`config.mk`:
```
export PLATFORM = sky130hd
export DESIGN_NAME = valve_relay_drive_sequencer_unit
export DESIGN_NICKNAME = d
export VERILOG_FILES = /design/src/vrd_pkg.sv /design/src/valve_relay_drive_sequencer_unit.sv
export VERILOG_INCLUDE_DIRS = /design/src /design/src/src
export SDC_FILE = /design/constraint.sdc
export NUM_CORES = 1
export LEC_CHECK = 0
export BUFFER_PORTS_ARGS = -buffer_cell sky130_fd_sc_hd__clkbuf_2
export CAP_MARGIN = 5
export CORE_AREA = 2 2 107 109
export CTS_CLUSTER_SIZE = 12
export DETAILED_ROUTE_END_ITERATION = 8
export DIE_AREA = 0 0 109 111
export GPL_TIMING_DRIVEN = 0
export PLACE_DENSITY = 0.76
export SETUP_SLACK_MARGIN = 0.5
export SLEW_MARGIN = 25
export SYNTH_ARGS = -nofsm -noshare
export SYNTH_HDL_FRONTEND = slang
export SYNTH_SLANG_ARGS = --single-unit
```
`constraint.sdc`:
```
create_clock -name clock -period 3.7 [get_ports clock]
set_input_delay 0.37 -clock clock [delete_from_list [all_inputs] [get_ports clock]]
set_output_delay 0.37 -clock clock [all_outputs]
set_load 0.005 [all_outputs]
```
`src/assert_macros.svh`:
```
// assertion helpers used by the sequencer unit
`ifndef ASSERT_MACROS_SVH
`define ASSERT_MACROS_SVH

// same-cycle implication, checked outside reset
`define VRD_ASSERT_IMPLY(label, clk, rst, cond, prop, msg) \
   label: assert property (@(posedge clk) disable iff (rst) (cond) |-> (prop)) \
      else $error(msg);

// next-cycle implication, checked outside reset
`define VRD_ASSERT_NEXT(label, clk, rst, cond, prop, msg) \
   label: assert property (@(posedge clk) disable iff (rst) (cond) |=> (prop)) \
      else $error(msg);

`endif

```
`src/vrd_pkg.sv`:
```
// ----------------------------------------------------------------------------
// vrd_pkg
// types and constants of the valve relay drive sequencer
// ----------------------------------------------------------------------------
`default_nettype none

package vrd_pkg;

   localparam int unsigned TRAVEL_WIDTH = 11;
   localparam int unsigned SLOT_WIDTH   = 7;
   localparam int unsigned BAND_WIDTH   = 15;
   localparam int unsigned DATA_WIDTH   = 16;

   localparam logic [TRAVEL_WIDTH-1:0] FULL_TRAVEL_TICKS = TRAVEL_WIDTH'(1200);
   localparam logic [TRAVEL_WIDTH-1:0] TRAVEL_RESET      = FULL_TRAVEL_TICKS >> 1;
   localparam logic [SLOT_WIDTH-1:0]   SLOT_PERIOD_MAX   = SLOT_WIDTH'(100);

   // drive state, one-hot
   typedef enum logic [4:0] {
      MODE_OFF       = 5'b00001,
      MODE_CLOSE_ON  = 5'b00010,
      MODE_CLOSE_OFF = 5'b00100,
      MODE_OPEN_ON   = 5'b01000,
      MODE_OPEN_OFF  = 5'b10000
   } drive_mode_type;

   // reported motion codes
   localparam logic [1:0] MOTION_STOPPED = 2'd0;
   localparam logic [1:0] MOTION_CLOSING = 2'd1;
   localparam logic [1:0] MOTION_OPENING = 2'd2;

   typedef struct packed {
      logic                    relay_close;
      logic                    relay_open;
      logic                    close_indicator;
      logic                    open_indicator;
      logic                    activity_led;
      logic [1:0]              motion;
      logic [TRAVEL_WIDTH-1:0] position_estimate;
   } result_type;

endpackage

`default_nettype wire

```
`src/valve_relay_drive_sequencer_unit.sv`:
```
// ----------------------------------------------------------------------------
// valve_relay_drive_sequencer_unit
// time-proportional relay drive for a motorised mixing valve
// ----------------------------------------------------------------------------
// usage
//  - req_* channel: one request per control tick (enable, temperature error,
//    control value, hall switch); valid/ready handshake
//  - rsp_* channel: exactly one response per request, in order, carrying the
//    relay and indicator levels, led level, motion code and position estimate
//  - csr_* channel: writes the hysteresis band; always ready, write only while
//    no request is in flight
//  - the response is registered, via the skid entry while the result is held;
//    one request per cycle while req_ready is high (single state update stage)
//  - a two-entry output buffer (result register plus skid register) lets a
//    request be taken while a finished response waits; req_ready drops only
//    when both entries hold a response
//  - reset: slot counter 0, drive off, close relay high, led high, position at
//    half travel, band 0, output buffer empty
//  - a disabled request changes no state and reports the held levels
// ----------------------------------------------------------------------------
`default_nettype none

`include "assert_macros.svh"

module valve_relay_drive_sequencer_unit
   import vrd_pkg::*;
(
   input  wire logic                           clock,
   input  wire logic                           reset,
   // configuration
   input  wire logic                           csr_valid,
   output logic                                csr_ready,
   input  wire logic [BAND_WIDTH-1:0]          csr_hysteresis_band,
   // requests
   input  wire logic                           req_valid,
   output logic                                req_ready,
   input  wire logic                           req_enable,
   input  wire logic signed [DATA_WIDTH-1:0]   req_temp_error,
   input  wire logic signed [DATA_WIDTH-1:0]   req_control_value,
   input  wire logic                           req_hall_below_half,
   // responses
   output logic                                rsp_valid,
   input  wire logic                           rsp_ready,
   output logic                                rsp_relay_close,
   output logic                                rsp_relay_open,
   output logic                                rsp_close_indicator,
   output logic                                rsp_open_indicator,
   output logic                                rsp_activity_led,
   output logic [1:0]                          rsp_motion,
   output logic [TRAVEL_WIDTH-1:0]             rsp_position_estimate
);

   // configuration register
   logic [BAND_WIDTH-1:0] band_ff;

   // control state
   logic [SLOT_WIDTH-1:0]   slot_ff, slot_in;
   drive_mode_type          mode_ff, mode_in;
   drive_mode_type          prev_mode_ff;
   logic [TRAVEL_WIDTH-1:0] travel_ff, travel_in;
   logic                    blink_ff, blink_in;
   logic                    relay_close_ff, relay_close_in;
   logic                    relay_open_ff, relay_open_in;
   logic                    ind_close_ff, ind_close_in;
   logic                    ind_open_ff, ind_open_in;
   logic                    led_ff, led_in;

   // output buffer
   logic       out_valid_ff, skid_valid_ff;
   result_type out_data_ff, skid_data_ff;
   result_type result_in;

   logic req_fire, rsp_fire;

   // signed working values, one bit wider than the fields
   logic signed [DATA_WIDTH:0] err_ext, cv_ext, cv_neg, band_ext, slot_ext;
   logic                       outside_band;
   logic                       want_close, want_open;
   logic                       go_close, go_open;
   logic [1:0]                 motion_code;

   assign csr_ready = 1'b1;
   assign req_ready = !skid_valid_ff;
   assign req_fire  = req_valid && req_ready;
   assign rsp_fire  = out_valid_ff && rsp_ready;

   always_ff @(posedge clock) begin
      if (reset) begin
         band_ff <= '0;
      end else if (csr_valid) begin
         band_ff <= csr_hysteresis_band;
      end
   end

   // slot counter wraps after the period maximum
   always_comb begin
      if (slot_ff < SLOT_PERIOD_MAX) begin
         slot_in = slot_ff + SLOT_WIDTH'(1);
      end else begin
         slot_in = '0;
      end
   end

   always_comb begin
      err_ext      = {req_temp_error[DATA_WIDTH-1], req_temp_error};
      cv_ext       = {req_control_value[DATA_WIDTH-1], req_control_value};
      cv_neg       = -cv_ext;
      band_ext     = $signed({2'b00, band_ff});
      slot_ext     = $signed({(DATA_WIDTH + 1 - SLOT_WIDTH)'(0), slot_in});
      outside_band = (err_ext > band_ext) || (err_ext < -band_ext);

      // duty request in each direction; a zero control value counts as opening
      want_close = outside_band && req_control_value[DATA_WIDTH-1] && (cv_neg > slot_ext);
      want_open  = outside_band && !req_control_value[DATA_WIDTH-1] && (cv_ext > slot_ext);

      // reversal gives one dead tick, and the travel ends stop the drive
      go_close = want_close && (mode_ff != MODE_OPEN_ON) && (travel_ff != '0);
      go_open  = want_open && (mode_ff != MODE_CLOSE_ON) && (travel_ff < FULL_TRAVEL_TICKS);
   end

   always_comb begin
      mode_in        = mode_ff;
      travel_in      = travel_ff;
      blink_in       = blink_ff;
      led_in         = led_ff;
      relay_close_in = relay_close_ff;
      relay_open_in  = relay_open_ff;
      ind_close_in   = ind_close_ff;
      ind_open_in    = ind_open_ff;

      if (req_enable) begin
         priority if (go_close) begin
            mode_in   = MODE_CLOSE_ON;
            travel_in = travel_ff - TRAVEL_WIDTH'(1);
         end else if (go_open) begin
            mode_in   = MODE_OPEN_ON;
            travel_in = travel_ff + TRAVEL_WIDTH'(1);
         end else begin
            mode_in = MODE_OFF;
         end

         // led toggles while moving, low when stopped
         if (go_close || go_open) begin
            led_in   = blink_ff;
            blink_in = !blink_ff;
         end else begin
            led_in = 1'b0;
         end

         // relays follow only a change of drive state
         if (prev_mode_ff != mode_in) begin
            relay_close_in = 1'b0;
            relay_open_in  = 1'b0;
            ind_close_in   = 1'b0;
            ind_open_in    = 1'b0;
            if (mode_in == MODE_CLOSE_ON) begin
               relay_close_in = 1'b1;
               ind_close_in   = 1'b1;
            end else if (mode_in == MODE_OPEN_ON) begin
               relay_open_in = req_hall_below_half;
               ind_open_in   = 1'b1;
            end
         end
      end
   end

   always_comb begin
      if (mode_in == MODE_CLOSE_ON) begin
         motion_code = MOTION_CLOSING;
      end else if (mode_in == MODE_OPEN_ON) begin
         motion_code = MOTION_OPENING;
      end else begin
         motion_code = MOTION_STOPPED;
      end
      result_in.relay_close       = relay_close_in;
      result_in.relay_open        = relay_open_in;
      result_in.close_indicator   = ind_close_in;
      result_in.open_indicator    = ind_open_in;
      result_in.activity_led      = led_in;
      result_in.motion            = motion_code;
      result_in.position_estimate = travel_in;
   end

   always_ff @(posedge clock) begin
      if (reset) begin
         slot_ff        <= '0;
         mode_ff        <= MODE_OFF;
         prev_mode_ff   <= MODE_CLOSE_OFF;
         travel_ff      <= TRAVEL_RESET;
         blink_ff       <= 1'b1;
         relay_close_ff <= 1'b1;
         relay_open_ff  <= 1'b0;
         ind_close_ff   <= 1'b0;
         ind_open_ff    <= 1'b0;
         led_ff         <= 1'b1;
      end else if (req_fire && req_enable) begin
         slot_ff        <= slot_in;
         mode_ff        <= mode_in;
         prev_mode_ff   <= mode_in;
         travel_ff      <= travel_in;
         blink_ff       <= blink_in;
         relay_close_ff <= relay_close_in;
         relay_open_ff  <= relay_open_in;
         ind_close_ff   <= ind_close_in;
         ind_open_ff    <= ind_open_in;
         led_ff         <= led_in;
      end
   end

   // output register with skid entry behind it
   always_ff @(posedge clock) begin
      if (reset) begin
         out_valid_ff  <= 1'b0;
         skid_valid_ff <= 1'b0;
      end else if (!out_valid_ff || rsp_fire) begin
         if (skid_valid_ff) begin
            out_valid_ff  <= 1'b1;
            skid_valid_ff <= 1'b0;
         end else begin
            out_valid_ff <= req_fire;
         end
      end else if (req_fire) begin
         skid_valid_ff <= 1'b1;
      end
   end

   always_ff @(posedge clock) begin
      if (!out_valid_ff || rsp_fire) begin
         if (skid_valid_ff) begin
            out_data_ff <= skid_data_ff;
         end else if (req_fire) begin
            out_data_ff <= result_in;
         end
      end else if (req_fire) begin
         skid_data_ff <= result_in;
      end
   end

   assign rsp_valid             = out_valid_ff;
   assign rsp_relay_close       = out_data_ff.relay_close;
   assign rsp_relay_open        = out_data_ff.relay_open;
   assign rsp_close_indicator   = out_data_ff.close_indicator;
   assign rsp_open_indicator    = out_data_ff.open_indicator;
   assign rsp_activity_led      = out_data_ff.activity_led;
   assign rsp_motion            = out_data_ff.motion;
   assign rsp_position_estimate = out_data_ff.position_estimate;

   // checks
   `VRD_ASSERT_IMPLY(a_relays_exclusive, clock, reset, 1'b1,
      !(relay_close_ff && relay_open_ff), "both relays driven")
   `VRD_ASSERT_IMPLY(a_travel_in_range, clock, reset, 1'b1,
      travel_ff <= FULL_TRAVEL_TICKS, "travel count beyond full travel")
   `VRD_ASSERT_IMPLY(a_skid_behind_out, clock, reset, skid_valid_ff,
      out_valid_ff, "skid entry held with empty result register")
   `VRD_ASSERT_NEXT(a_close_counts_down, clock, reset,
      req_fire && req_enable && go_close,
      travel_ff == $past(travel_ff) - TRAVEL_WIDTH'(1), "closing tick did not count down")

endmodule

`default_nettype wire

```
# Word level (Yosys, flattened, before mapping)
# Cells that the tools add are included.
# classes
reduce_logical	24
n_addsub	5
n_eq_ne	7
order_cmp	6
n_bitwise	1
mux	28
# ops
operator	count
$mux W18	2
$mux W11	3
$gt A17 B8 Y1	1
$lt A16 B17 Y1	1
$neg A15 Y17	1
$neg A16 Y17	1
$gt A16 B16 Y1	1
$gt A16 B8 Y1	1
$mux W1	16
$add A11 B1 Y11 const B	1
$logic_and A1 B1 Y1	11
$lt A11 B11 Y1 const B	1
$reduce_bool A11 Y1	1
$sub A11 B1 Y11 const B	1
$eq A5 B2 Y1 const B	2
$eq A5 B4 Y1 const B	2
$mux W5	2
$mux W4	2
$add A7 B1 Y7 const B	1
$lt A7 B7 Y1 const B	1
$mux W7	1
$ne A5 B2 Y1 const B	1
$ne A5 B4 Y1 const B	1
$ne A5 B5 Y1	1
8 further kinds	15
# word_totals
in_bits	54
word_cells	98
reg_bits	87
out_inout_bits	21

# Depth between registers and ports, before layout
# Gate-level depths: netlist of run 1.
# logic_depth
word_depth	17
ltp_mapped	16
depth_no_buf	15

# Least setup slack after synthesis of run 1
# OpenSTA, ideal clock, no wires.
# synth_timing
kind	register -> register
start	register band_ff[3]
end	register out_data_ff (netlist bit rsp_close_indicator), data pin
path_stages_with_launch	17
required_time_ns	3.439
setup_slack_ns	-0.134
arrival_time_ns	3.573
path_cell_list	dfxtp_1 inv_1 nand4_1 nor4_1 nand3_1 nor4_1 xnor2_1 ha_1 nand4_1 nor2_1 a221oi_1 o221ai_1 and3_1 buf_2 a2111oi_4 nor4_1 a221o_2
# synth_between
elab_chain_len	16
elab_cells_between_ends	22
classes_between	1 x add/sub; 2 x order compare; 2 x eq/ne; 8 x mux; 9 x reduce/logical
# synth_lines
element	line_no	rtl
start: declaration	valve_relay_drive_sequencer_unit.sv:54	logic [BAND_WIDTH-1:0] band_ff;
start signal: assignment	valve_relay_drive_sequencer_unit.sv:91	band_ff <= csr_hysteresis_band;
$neg A15 Y17	valve_relay_drive_sequencer_unit.sv:110	outside_band = (err_ext > band_ext) || (err_ext < -band_ext);
$lt A16 B17 Y1	valve_relay_drive_sequencer_unit.sv:110	
$logic_or A1 B1 Y1 *	valve_relay_drive_sequencer_unit.sv:110	
$logic_and A1 B1 Y1 (2 in series)	valve_relay_drive_sequencer_unit.sv:114	want_open = outside_band && !req_control_value[DATA_WIDTH-1] && (cv_ext > slot_ext);
$logic_and A1 B1 Y1 (2 in series)	valve_relay_drive_sequencer_unit.sv:118	go_open = want_open && (mode_ff != MODE_CLOSE_ON) && (travel_ff < FULL_TRAVEL_TICKS);
$mux W4	valve_relay_drive_sequencer_unit.sv:135	end else if (go_open) begin
$mux W4 *	valve_relay_drive_sequencer_unit.sv:132	priority if (go_close) begin
$mux W5 *	valve_relay_drive_sequencer_unit.sv:131	if (req_enable) begin
$eq A5 B2 Y1	valve_relay_drive_sequencer_unit.sv:156	if (mode_in == MODE_CLOSE_ON) begin
$mux W1	valve_relay_drive_sequencer_unit.sv:156	
$mux W1 *	valve_relay_drive_sequencer_unit.sv:151	if (prev_mode_ff != mode_in) begin
$mux W1 *	valve_relay_drive_sequencer_unit.sv:131	
$mux W18 *	valve_relay_drive_sequencer_unit.sv:231	end else if (req_fire) begin
$mux W18 *	valve_relay_drive_sequencer_unit.sv:229	if (skid_valid_ff) begin
end signal: assignment	valve_relay_drive_sequencer_unit.sv:230	out_data_ff <= skid_data_ff;
end signal: assignment	valve_relay_drive_sequencer_unit.sv:232	out_data_ff <= result_in;
end: declaration	valve_relay_drive_sequencer_unit.sv:70	result_type out_data_ff, skid_data_ff;
# Every way passes the cells marked *; elsewhere a longest branch is shown, timed or not. The select of a mux whose other input is x is not followed.
# A chain may end at the register's enable or synchronous reset.

# Worst setup path in the final report of run 1
# layout_timing
start	register band_ff[1]
end	register out_data_ff (netlist bit rsp_position_estimate[4]), data pin
# layout_between
elab_chain_len	12
elab_cells_between_ends	17
classes_between	1 x add/sub; 2 x order compare; 5 x mux; 9 x reduce/logical
# layout_lines
element	line_no
$neg A15 Y17	valve_relay_drive_sequencer_unit.sv:110
$lt A16 B17 Y1	valve_relay_drive_sequencer_unit.sv:110
$logic_or A1 B1 Y1 *	valve_relay_drive_sequencer_unit.sv:110
$logic_and A1 B1 Y1 (2 in series)	valve_relay_drive_sequencer_unit.sv:114
$logic_and A1 B1 Y1 (2 in series)	valve_relay_drive_sequencer_unit.sv:118
$mux W11	valve_relay_drive_sequencer_unit.sv:135
$mux W11 *	valve_relay_drive_sequencer_unit.sv:132
$mux W11 *	valve_relay_drive_sequencer_unit.sv:131
$mux W18 *	valve_relay_drive_sequencer_unit.sv:231
$mux W18 *	valve_relay_drive_sequencer_unit.sv:229
# Marks and branches as above.

==> impl_metrics.csv, run 1 <==
group,metric,value,unit
timing,slew_violations,0,
timing,fin_ws,-132,ps
layout,syn_to_final_growth,34.5,%
global_route,antenna_found_initial,0,
layout,fillers,792,
drt,remaining_drc_errors,0,
floorplan,core-area,11100,um2
floorplan,initial_core_util,51.0,%
layout,mostFrequentLayoutCell,"clkbuf_2",
yosys,synth_cells,616,
floorplan,die_h,111,um
global_route,grt_pass1_wl,25600,um
drt,wl_per_cell,18.2,um
drt,drtIter0Drc,350,
timing,worst_pin_slew,1100,ps
timing,fin_crit_sh,104,%
yosys,netlist-cell-type-count,68,
yosys,syn_area,5650,um2
place,post_dp_cell_area,6380,um2
timing,setup_tns,-1800,ps
power,peakVddDrop,0.278,mV
layout,multi_input_area,3920,um2
yosys,synth_area_per_cell,9.17,um2
place,dp_hpwl,11000,um
timing,rsz0062_at_grt,"yes",
place,io_buffers,72,
timing,whs,260,ps
layout,layout-drive-gt1-share,33.2,%
yosys,synth_edf_count,36,
layout,final_area,7600,um2
worst_setup_path,slowest_stage,"o211ai_1",
yosys,async_flop_share,0,%
clock_tree,cts.clk_slew.worst_paths,70,ps
hold_path,min_path_type,"input pin to flip-flop",
clock_tree,root_buffer,"clkbuf_16",
worst_setup_path,worstSetupPathType,"flip-flop to flip-flop",
floorplan,io_pins,75,
timing,finalHoldViolations,0,
power,leakage,3.07,nW
timing,slew-limit-headroom,26.1,%
clock_tree,holdBufCountCts,0,
worst_setup_path,crit_fanout,5,
clock_tree,clock-sinks,84,
drt,routed_wl,16400,um
worst_setup_path,cp.arrival,4050,ps
layout,ff_latch_area,2050,um2
global_route,overflow,0,
yosys,yosys_register_bits,84,
drt,num_vias,5436,
clock_tree,cts_buffers,9,
power,power_density,348,nW/um2
clock_tree,htreeDepth,3,
global_route,grt_max_degree,19,
layout,fin_util,68.6,%
global_route,track_usage,27.0,%
clock_tree,clk_path_buf_depth,2,
worst_setup_path,critPathLaunchType,"flip-flop",
run,drv_cap,0,
yosys,synth_top_area_share,19.1,%
yosys,syn_nets,719,
drt,ant_nets,0,
timing,setup_viol,28,
timing,skew,9.49,ps
worst_setup_path,slowest_delay,420,ps
floorplan,die_area,12100,um2
status,violations,"setup timing",
layout,final_cell_mix,"72 x clkbuf_2, 62 x nor2_1, 48 x ha_1",
timing,layout_min_cycle_time,3830,ps
yosys,yosys_warnings,0,
place,gp_congestion,0.926,
floorplan,fp-row-count,39,
status,status,"complete, but fails checks",
worst_setup_path,worst_setup_path_end_kind,"flip-flop",
yosys,synth_flop_cell,"dfxtp_1",
worst_setup_path,crit_required,3920,ps
layout,nets,855,
drt,routed_via_density,6.04,
yosys,yosysSeqAreaShare,36.1,%
drt,first_pass_iters,7,
clock_tree,cts_tree,"yes",
yosys,synth_area_leader_cell,"edfxtp_1",
clock_tree,clk_latency,350,ps
layout,diodes,0,
worst_setup_path,crit_chain,"inv_1 > ha_1 > inv_1 > nor4_2 > xnor2_1 > ha_1 > a21oi_1 > o21ai_0 > a221oi_2 > o221ai_2 > buf_6 > and3_4 > buf_8 > buf_12 > o211ai_1 > buf_4 > nand3_1 > nand3_1",
floorplan,die_x,109,um
yosys,synthTopCellsByArea,"edfxtp_1 19%, dfxtp_1 17%, ha_1 11%, nor2_1 4.3%, mux2i_1 3.2%",
timing,fmax,261,MHz
global_route,grt_pass1_vias,5392,
## cell type report
class	count	area share (%)
sequential	84	27.0
multi-input combinational	472	51.6
tap	143	2.36
inverter	34	1.75
clock buffer	10	3.29
clock inverter	6	0.642
timing repair buffer	125	11.6
buffer	26	1.81
## path summary, 6_finish.rpt
path | startpoint | endpoint | slack [ps] | cells after the start
setup / recovery | band_ff[1]$_SDFFE_PP0P_ | rsp_position_estimate[4]$_DFFE_PP_ | -130 | 18
hold / removal | csr_hysteresis_band[11] | band_ff[11]$_SDFFE_PP0P_ | 260 | 3
setup reg to reg | band_ff[1]$_SDFFE_PP0P_ | rsp_position_estimate[4]$_DFFE_PP_ | -130 | 18
hold reg to reg | prev_mode_ff[2]$_SDFFE_PP1P_ | prev_mode_ff[2]$_SDFFE_PP1P_ | 440 | 2
## critical path, delay by kind of cell (launching register included)
kind	cells	cell delay, ps
AO/OA/AOI/OAI	5	1090
XOR/XNOR	1	160
adder cells (fa/ha/maj)	2	600
buffers and inverters	6	850
flip-flops	1	380
AND/OR/NAND/NOR	4	620
## cells in the mapped netlist (8+ instances only)
master	count
xor2_1	13
and3_1	8
nor4_1	9
xnor2_1	20
nor2_1	65
inv_1	33
mux2i_1	18
dfxtp_1	48
nand4_1	20
o21ai_0	18
nand2_1	32
clkbuf_1	18
nor3_1	22
ha_1	49
a21oi_1	29
edfxtp_1	36
nand3_1	30
nor2b_1	17
a21o_1	12
mux2_2	11
## stage by stage
stage | instances | total power [W] | worst slack [ps]
2_1_floorplan | 616 | 0.00140 | 212
3_3_place_gp | 831 | 0.00154 | -383
3_5_place_dp | 833 | 0.00156 | -375
4_1_cts | 884 | 0.00260 | -193
5_1_grt | 900 | 0.00275 | -370
6_report | 900 | 0.00264 | -132
## where the power goes
group          internal, W  total [W]  leakage, nW  switching (W)
sequential         0.00101    0.00104        0.719      0.0000309
combinational     0.000327   0.000689         2.20       0.000362
clock             0.000507   0.000913        0.151       0.000406
total              0.00184    0.00264         3.07       0.000799
## flip-flops by register name (all words and copies together) (netlist names), 2 cells and up
| name | count |
|---|---|
| mode_ff | 5 |
| rsp_position_estimate | 11 |
| band_ff | 15 |
| rsp_motion | 2 |
| skid_data_ff | 18 |
| prev_mode_ff | 2 |
| travel_ff | 11 |
| slot_ff | 7 |
## layer usage
layer  track usage (%)  up-vias  wire, um
met5                 0        -         0
met4              11.8        0       588
met3              5.23       57       954
met2              46.2      221      8270
met1              32.3     2599      6550
li1                  -     2559         -
## cell families after synthesis
kind of cell | after synthesis | synth area share (%)
compound gates | 128 | 16.9
xor+xnor | 33 | 5.12
fa+ha+maj | 49 | 10.9
buf+inv | 60 | 4.12
flops | 84 | 36.1
mux | 29 | 5.38
other cells | 1 | 0.0664
simple gates | 232 | 21.4
## timing repair
item | CTS | global route
gates cloned | 2 | 0
gates resized for setup | 59 | 38
pin swaps | 32 | 28
endpoints found under the setup margin | 57 | 57
setup buffers | 33 | 16
Note: power is estimated with default switching activity, not from simulation.
==> run 2: changes to the inputs <==
--- a/config.mk
+++ b/config.mk
@@ -8,12 +8,13 @@
 export LEC_CHECK = 0
 export BUFFER_PORTS_ARGS = -buffer_cell sky130_fd_sc_hd__clkbuf_2
 export CAP_MARGIN = 5
-export CORE_AREA = 2 2 107 109
+export CORE_AREA = 2 2 110 112
 export CTS_CLUSTER_SIZE = 12
 export DETAILED_ROUTE_END_ITERATION = 8
-export DIE_AREA = 0 0 109 111
+export DIE_AREA = 0 0 112 114
 export GPL_TIMING_DRIVEN = 0
-export PLACE_DENSITY = 0.76
+export MAX_ROUTING_LAYER = met4
+export PLACE_DENSITY = 0.72
 export SETUP_SLACK_MARGIN = 0.5
 export SLEW_MARGIN = 25
 export SYNTH_ARGS = -nofsm -noshare
==> impl_metrics.csv, run 2 (synthesized netlist as in run 1, its figures left out) <==
group,metric,value,unit
layout,top_regs,"skid_data_ff: 18 flops, band_ff: 15 flops",
global_route,overflow,0,
drt,wl_per_cell,17.8,um
place,gp_congestion,0.946,
hold_path,min_path_type,"input pin to flip-flop",
run,drv_cap,0,
timing,layout_min_cycle_time,3900,ps
global_route,grt_max_degree,19,
layout,final_cells,897,
timing,slew-limit-headroom,24.2,%
place,dpl_worst_slack,-532,ps
clock_tree,clock-sinks,84,
clock_tree,root_buffer,"clkbuf_16",
worst_setup_path,crit_required,3930,ps
drt,routed_via_density,5.85,
layout,top_register,"skid_data_ff",
clock_tree,clk_path_buf_depth,2,
floorplan,die_h,114,um
clock_tree,htreeDepth,3,
status,violations,"setup timing",
drt,ant_nets,0,
layout,nets,848,
floorplan,fp-row-count,40,
timing,slew_violations,0,
drt,first_pass_iters,5,
timing,fin_ws,-202,ps
floorplan,core-area,11700,um2
clock_tree,cts.clk_slew.worst_paths,60,ps
worst_setup_path,worst_setup_path_end_kind,"flip-flop",
timing,setup_viol,37,
layout,fillers,1014,
drt,routed_wl,16000,um
worst_setup_path,crit_fanout,5,
floorplan,die_x,112,um
layout,diodes,0,
drt,drtIter0Drc,382,
layout,final_cell_mix,"72 x clkbuf_2, 62 x nor2_1, 47 x ha_1",
worst_setup_path,cp.arrival,4130,ps
timing,fin_crit_sh,105,%
floorplan,io_pins,75,
clock_tree,clk_latency,350,ps
floorplan,initial_core_util,48.2,%
place,post_dp_cell_area,6380,um2
timing,worst_pin_slew,1130,ps
power,power,0.00257,W
layout,largest_reg_flops,18,
worst_setup_path,critPathLaunchType,"flip-flop",
place,dp_hpwl,11200,um
power,peakVddDrop,0.457,mV
clock_tree,cts_buffers,9,
global_route,grt_pass1_wl,24900,um
drt,remaining_drc_errors,0,
timing,skew,9.16,ps
power,power_density,347,nW/um2
clock_tree,cts_tree,"yes",
global_route,grt_pass1_vias,5051,
timing,fmax,256,MHz
power,leakage,3.00,nW
global_route,antenna_found_initial,0,
global_route,track_usage,24.8,%
timing,rsz0062_at_grt,"yes",
layout,final_area,7400,um2
floorplan,die_area,12800,um2
drt,num_vias,5249,
timing,finalHoldViolations,0,
worst_setup_path,worstSetupPathType,"flip-flop to flip-flop",
timing,setup_tns,-3130,ps
layout,syn_to_final_growth,30.9,%
place,io_buffers,72,
layout,mostFrequentLayoutCell,"clkbuf_2",
layout,layout-drive-gt1-share,31.7,%
place,place_inst,837,
status,status,"complete, but fails checks",
==> run 2: critical path, cell delays in order, from the launching register on <==
cell      delay (ps)
dfxtp_2          340
inv_2             70
nand4_1          170
nor4_4           220
buf_4            190
nand3_4          120
nor3_4           220
xnor2_2           80
ha_1             310
nand4_1          130
nor2_1            70
a221oi_2         250
o221ai_2         130
buf_6            150
buf_4            130
a31o_4           240
buf_6            120
nor3_4           280
a21boi_2         240
mux2_4           300
==> run 2: final timing paths <==
kind | startpoint | end | slack (ps) | depth (start not counted)
worst max-delay path | band_ff[4]$_SDFFE_PP0P_ | travel_ff[2]$_SDFFE_PP0P_ | -200 | 19
worst min register to register | prev_mode_ff[2]$_SDFFE_PP1P_ | prev_mode_ff[2]$_SDFFE_PP1P_ | 440 | 2
worst min-delay path | csr_hysteresis_band[12] | band_ff[12]$_SDFFE_PP0P_ | 260 | 3
worst max register to register | band_ff[4]$_SDFFE_PP0P_ | travel_ff[2]$_SDFFE_PP0P_ | -200 | 19
==> run 2: through the flow <==
step	util (%)	hold WS, ps
6_report	63.2	262
5_1_grt	63.2	265
4_1_cts	60.4	260
3_5_place_dp	54.5	437
3_3_place_gp	54.3	429
2_1_floorplan	-	415
==> run 2: final cells by class <==
type / instances / area [um2] / area share (%)
multi-input cells: 472 / 3810 / 51.5
flip-flops and latches: 84 / 2050 / 27.7
repair buffers: 118 / 783 / 10.6
clock buffers: 12 / 268 / 3.62
well taps: 147 / 184 / 2.49
plain buffers: 26 / 140 / 1.89
inverters: 34 / 130 / 1.76
clock inverters: 4 / 30.0 / 0.406
==> run 2: report_power, final <==
part | total (W) | switching, W | leakage [nW] | internal (W)
clock | 0.000884 | 0.000369 | 0.140 | 0.000516
sequential | 0.00104 | 0.0000306 | 0.719 | 0.00101
combinational | 0.000643 | 0.000342 | 2.14 | 0.000302
==> run 2: metal layers <==
metal | track usage [%] | share of wire (%) | vias to the layer above
met4 | 8.05 | 2.7 | 0
met5 | - | 0 | -
met3 | 4.62 | 5.0 | 38
met2 | 43.1 | 51 | 162
met1 | 29.3 | 41 | 2512
li1 | - | - | 2537
==> run 2: what timing repair did <==
item,4_1_cts,5_1_grt
buffers inserted,27,17
pin swaps,23,26
hold buffers,0,0
setup endpoints to repair,57,57
resized for setup,40,35
